## config.mk

```make
export PLATFORM = sky130hd
export DESIGN_NAME = bta_divider
export DESIGN_NICKNAME = d
export VERILOG_FILES = /design/src/sv/bta_pkg.sv /design/src/sv/bta_divider.sv
export VERILOG_INCLUDE_DIRS = /design/src /design/src/sv
export SDC_FILE = /design/constraint.sdc
export NUM_CORES = 1
export LEC_CHECK = 0
export BUFFER_PORTS_ARGS = -buffer_cell sky130_fd_sc_hd__buf_2
export CAP_MARGIN = 40
export CORE_AREA = 2 2 119 121
export CTS_CLUSTER_DIAMETER = 100
export CTS_CLUSTER_SIZE = 16
export DETAILED_ROUTE_END_ITERATION = 8
export DIE_AREA = 0 0 121 123
export GPL_TIMING_DRIVEN = 0
export MAX_ROUTING_LAYER = met4
export PLACE_DENSITY = 0.78
export SYNTH_ARGS = -nofsm -noshare
export SYNTH_HDL_FRONTEND = slang
export SYNTH_SLANG_ARGS = --single-unit
```

## constraint.sdc

```tcl
create_clock -name clk -period 3.45 [get_ports clk]
set_clock_uncertainty 0.15 [all_clocks]
set_input_delay 0.1725 -clock clk [delete_from_list [all_inputs] [get_ports clk]]
set_output_delay 0.1725 -clock clk [all_outputs]
set_load 0.02 [all_outputs]
```

## src/sv/best_threshold_accuracy_assert.svh

```systemverilog
// ----------------------------------------------------------------------------
// best_threshold_accuracy_assert
// Assertion macros shared by the RTL files.
// ----------------------------------------------------------------------------
`ifndef BEST_THRESHOLD_ACCURACY_ASSERT_SVH
`define BEST_THRESHOLD_ACCURACY_ASSERT_SVH

// Property holds on every clock edge outside reset.
`define BTA_ASSERT(label, prop, msg) \
  label: assert property (@(posedge clk) disable iff (!rst_n) prop) else $error(msg);

// Implication holds on every clock edge outside reset.
`define BTA_ASSERT_IMP(label, ante, cons, msg) \
  label: assert property (@(posedge clk) disable iff (!rst_n) (ante) |-> (cons)) else $error(msg);

`endif

```

## src/sv/bta_pkg.sv

```systemverilog
// ----------------------------------------------------------------------------
// bta_pkg
// Types and constants for the best-threshold accuracy block.
// ----------------------------------------------------------------------------
package bta_pkg;

  localparam int MAX_ROWS = 4096;
  localparam int NUM_BINS = 200;
  localparam int ROW_W = $clog2(MAX_ROWS);
  localparam int CNT_W = $clog2(MAX_ROWS + 1);
  localparam int BIN_W = $clog2(NUM_BINS);
  localparam int DATA_W = 32;

  // floor(r / (NUM_BINS-1)) == (r * (2^32 + STEP_RECIP)) >> STEP_SHIFT,
  // exact for any 32-bit unsigned r
  localparam logic [30:0] STEP_RECIP = 31'd1230216764;
  localparam int          STEP_SHIFT = 40;

  typedef enum logic [3:0] {
    ST_LOAD,
    ST_CLEAR,
    ST_MINMAX,
    ST_STEP,
    ST_BIN_RD,
    ST_BIN_DIV,
    ST_BIN_WR,
    ST_SUMPOS,
    ST_SCAN,
    ST_ACC,
    ST_DONE
  } state_t;

  // Requests from the sequencer to the shared divider.
  typedef struct packed {
    logic              start;
    logic [63:0]       dividend;
    logic [DATA_W-1:0] divisor;
  } div_req_t;

  typedef struct packed {
    logic              done;
    logic [63:0]       quotient;
  } div_rsp_t;

endpackage

```

## src/sv/bta_divider.sv

```systemverilog
// ----------------------------------------------------------------------------
// bta_divider
// Restoring divider, one quotient bit per cycle, 64 by 32 bits.
// ----------------------------------------------------------------------------
module bta_divider (
  input  logic              clk,
  input  logic              rst_n,
  input  bta_pkg::div_req_t req,
  output bta_pkg::div_rsp_t rsp
);

  logic [63:0] quo_r, quo_nxt;
  logic [32:0] rem_r, rem_nxt;
  logic [31:0] dvs_r, dvs_nxt;
  logic [6:0]  cnt_r, cnt_nxt;
  logic        busy_r, busy_nxt;
  logic        done_r, done_nxt;
  logic [33:0] trial;

  always_comb begin
    quo_nxt  = quo_r;
    rem_nxt  = rem_r;
    dvs_nxt  = dvs_r;
    cnt_nxt  = cnt_r;
    busy_nxt = busy_r;
    done_nxt = 1'b0;
    trial    = {rem_r, quo_r[63]} - {2'b00, dvs_r};
    if (req.start) begin
      quo_nxt  = req.dividend;
      rem_nxt  = '0;
      dvs_nxt  = req.divisor;
      cnt_nxt  = 7'd64;
      busy_nxt = 1'b1;
    end else if (busy_r) begin
      if (!trial[33]) begin
        rem_nxt = trial[32:0];
        quo_nxt = {quo_r[62:0], 1'b1};
      end else begin
        rem_nxt = {rem_r[31:0], quo_r[63]};
        quo_nxt = {quo_r[62:0], 1'b0};
      end
      cnt_nxt = cnt_r - 7'd1;
      if (cnt_r == 7'd1) begin
        busy_nxt = 1'b0;
        done_nxt = 1'b1;
      end
    end
  end

  always_ff @(posedge clk) begin
    quo_r <= quo_nxt;
    rem_r <= rem_nxt;
    dvs_r <= dvs_nxt;
    if (!rst_n) begin
      cnt_r  <= '0;
      busy_r <= 1'b0;
      done_r <= 1'b0;
    end else begin
      cnt_r  <= cnt_nxt;
      busy_r <= busy_nxt;
      done_r <= done_nxt;
    end
  end

  assign rsp.done     = done_r;
  assign rsp.quotient = quo_r;

`include "best_threshold_accuracy_assert.svh"
  `BTA_ASSERT_IMP(a_done_after_busy, rsp.done, !busy_r, "divider done while busy")
  `BTA_ASSERT_IMP(a_cnt_zero_idle, !busy_r, cnt_r == 7'd0 || $past(req.start) == 1'b0, "count")
  `BTA_ASSERT_IMP(a_start_busy, req.start, ##1 busy_r, "divider not busy after start")

endmodule

```

==> run_results.csv <==
group,metric,value,unit
synth,yosysWarningCount,0,
critical_path,max_stage_delay,440,ps
synth,synth_most_common_cell,"sky130_fd_sc_hd__edfxtp_1",
route,detailedRoute.firstIterationViolations,550,
place,placed_cells_incl_taps,1005,
layout,layoutNonFillerInstCount,1135,
timing,final-max-slew-violation-count,0,
layout,area_delta_synth_final,36.4,%
critical_path,critPathSlowestCell,"sky130_fd_sc_hd__o41a_1",
power,power-per-cell-area,484,nW/µm²
critical_path,crit_end_element,"flip-flop",
layout,antenna_cells,0,
global_routing,grt_use_total,29.8,%
synth,ys_seq_elements,138,
route,antenna_violating_nets_post_route,0,
synth,synthFlopType,"sky130_fd_sc_hd__edfxtp_1",
route,post_drt_via_cell_ratio,5.70,
timing,clock.fmax,302,MHz
route,drt_pass1_iterations,5,
run_status,run_status,"finished, final reports clean",
timing,max_slew.worst_pin.slew,779,ps
power,cellLeakagePower,4.21,nW
critical_path,count_of_buffer_and_inverter_cells_on_the_critical_path,2,
hold_path,hold_start,"req[96]",
synth,synth_cell_types,58,
synth,synth.top_cells.by_area,"sky130_fd_sc_hd__edfxtp_1 39%, sky130_fd_sc_hd__dfxtp_1 11%, sky130_fd_sc_hd__mux2_2 9.6%, sky130_fd_sc_hd__ha_1 5.8%, sky130_fd_sc_hd__a21oi_1 2.4%",
synth,seq_area_frac_synth,50.6,%
critical_path,critical_path.cell_chain,"inv_1, ha_1, and4_4, and2_4, or3_4, o21ai_2, a211oi_2, o21a_1, or2_1, buf_6, o41a_1, a211oi_2",
route,detail_route.drc_violations,0,
timing,min_period,3310,ps
synth,post_synth_edffs,96,
cts,clkTransAtPathRegs,60,ps
layout,finalNetCount,1076,
floorplan,die-area,14900,µm²
synth,synth_async_sr_flop_share,0,%
cts,clk_root_buffer_cell,"sky130_fd_sc_hd__clkbuf_16",
global_routing,via_count_of_the_first_global_routing_pass,6668,
critical_path,critical_path.top_delay_family,"compound AO/OA/AOI/OAI gates",
critical_path,worstSetupStartpoint,"dvs_r[5]",
synth,post_synthesis_cell_type_with_the_largest_combined_area,"sky130_fd_sc_hd__edfxtp_1",
synth,post-synth-top-area-fraction,39.2,%
cts,tritoncts,"done",
place,dpl.hpwl,13200,µm
critical_path,cp_common_cell,"sky130_fd_sc_hd__a211oi_2",
global_routing,grt_first_pass_wirelength,33200,µm
global_routing,antenna_found_initial,0,
layout,layout.cell_area.non_filler,10000,µm²
synth,post_synth_instance_area,7350,µm²
place,dpl-instance-area,8410,µm²
cts,htreeDepth,4,
timing,finalSetupViolCount,0,
route,drt-wirelength-per-cell,18.7,µm
hold_path,min_path_type,"in2reg",
place,gp_routability_congestion,0.921,
floorplan,start_util,54.0,%
floorplan,die_y,123,µm
layout,final_core_utilization,73.7,%
power,ir_worst_vdd,0.371,mV
route,route.vias.total,6464,
layout,fill_cells,916,
synth,synth.top_cells.by_count,"96 x sky130_fd_sc_hd__edfxtp_1, 63 x sky130_fd_sc_hd__mux2_2, 46 x sky130_fd_sc_hd__inv_1",
timing,fin_setup_tns,0,ps
critical_path,crit_type,"reg2reg",
synth,synth.net_count,795,
route,wl,21300,µm
critical_path,cp_data_required_time,3650,ps
floorplan,floorplan.die.width,121,µm
timing,period_share,95.9,%
synth,post_synthesis_mean_instance_area,11.1,µm²
job,timing.max_cap.violations,0,
timing,timing.slew.headroom,47.9,%
timing,timing_hold_violations_final,0,
critical_path,critPathArrivalTime,3510,ps
global_routing,grt.overflow.total,0,
cts,clock_sinks,138,
critical_path,path_max_fanout,10,
layout,share_of_post_route_cells_with_drive_strength_above_1,29.3,%
place,portBuffers,163,
timing,rsz0062_at_grt,"no",
critical_path,timing.rr.start,"dvs_r[5]",
cts,maximum_clock_insertion_buffer_count,2,
critical_path,start_kind,"flip-flop",
cts,numCtsBuffers,17,
floorplan,core-area,13600,µm²
power,pnr_total_power,4.86,mW
global_routing,grt_start_max_net_pins,38,
cts,worstSkewPairLatency,440,ps
floorplan,rows,43,
floorplan,io-pin-count,164,
synth,synthCells,661,
[layout by cell type, fill, tap and decap left out, types with 15 or more instances in the layout]
| cell type | instances |
|---|---|
| sky130_fd_sc_hd__clkbuf_16 | 17 |
| sky130_fd_sc_hd__dlygate4sd3_1 | 97 |
| sky130_fd_sc_hd__a211oi_1 | 17 |
| sky130_fd_sc_hd__inv_1 | 45 |
| sky130_fd_sc_hd__nor2_1 | 37 |
| sky130_fd_sc_hd__dfxtp_1 | 42 |
| sky130_fd_sc_hd__a21oi_1 | 35 |
| sky130_fd_sc_hd__nor3_1 | 15 |
| sky130_fd_sc_hd__edfxtp_1 | 96 |
| sky130_fd_sc_hd__buf_2 | 164 |
| sky130_fd_sc_hd__mux2_2 | 63 |
| sky130_fd_sc_hd__xnor2_1 | 19 |
| sky130_fd_sc_hd__mux2i_1 | 16 |
| sky130_fd_sc_hd__nand2_1 | 40 |
| sky130_fd_sc_hd__o21ai_0 | 32 |
| sky130_fd_sc_hd__clkbuf_1 | 24 |
| sky130_fd_sc_hd__ha_1 | 34 |
[kinds of logic (layout without fill, tap and decap cells)]
group                      count (synthesis)  count (layout)  synth area share (%)
AOI/OAI and AO/OA                        155             155                  14.1
xor gates and xnor gates                  31              31                  3.69
adders and majority gates                 35              35                  6.06
buffers and inverters                     80             374                  4.30
DFF                                      138             138                  50.6
muxes                                     79              79                  11.8
and+or+nand+nor                          143             143                  9.39
[cell type report]
class	count	area (µm²)	area share, %
plain buffers	32	139	1.38
clock buffers	17	425	4.24
flip-flops and latches	138	3720	37.1
inverters	46	173	1.72
clock inverters	15	163	1.62
multi-input cells	443	3360	33.4
repair buffers	264	1830	18.2
well taps	180	225	2.24
[worst reg2reg max path, stage by stage (launching register included)]
cell and delay [ps]:
sky130_fd_sc_hd__edfxtp_1 320, sky130_fd_sc_hd__inv_1 40, sky130_fd_sc_hd__ha_1 370, sky130_fd_sc_hd__and4_4 230
sky130_fd_sc_hd__and2_4 150, sky130_fd_sc_hd__or3_4 380, sky130_fd_sc_hd__o21ai_2 190, sky130_fd_sc_hd__a211oi_2 110
sky130_fd_sc_hd__o21a_1 240, sky130_fd_sc_hd__or2_1 250, sky130_fd_sc_hd__buf_6 150, sky130_fd_sc_hd__o41a_1 440
sky130_fd_sc_hd__a211oi_2 210
[worst paths after layout]
kind / to / slack [ps] / cells after the start
max: rem_r[24] / 140 / 12
min: dvs_r[8] / 210 / 1
max reg2reg: rem_r[24] / 140 / 12
min reg2reg: rem_r[14] / 330 / 2
[sequential cells by signal (all words and copies together), names as in the netlist]
name and cells:
quo_r 64, rem_r 33, dvs_r 32, cnt_r 7
busy_r 1, done_r 1
[metrics by stage]
stage	setup slack, ps	hold WS [ps]
2_1_floorplan	382	121
3_3_place_gp	-621	199
3_5_place_dp	-294	201
4_1_cts	11.8	239
5_1_grt	13.7	255
6_report	140	212
[power breakdown]
group          internal (mW)  switching, mW
logic                  0.428          0.548
clock network           1.08          0.776
registers               1.94         0.0881
[timing repair]
item                                    CTS  global route
endpoints found under the setup margin    4            26
pin swaps                                 0             1
buffers inserted                          0             3
hold buffers                             97             0
resized for setup                         4            11
endpoints found under the hold margin    98             0
[layer usage]
metal,global-route usage (%),routed length [µm],up-vias
met3,7.01,1490,52
met4,12.3,588,0
met5,-,0,-
li1,-,-,3004
met1,34.2,8430,3082
met2,50.3,10800,326
Note: power is estimated with default switching activity, not from simulation.
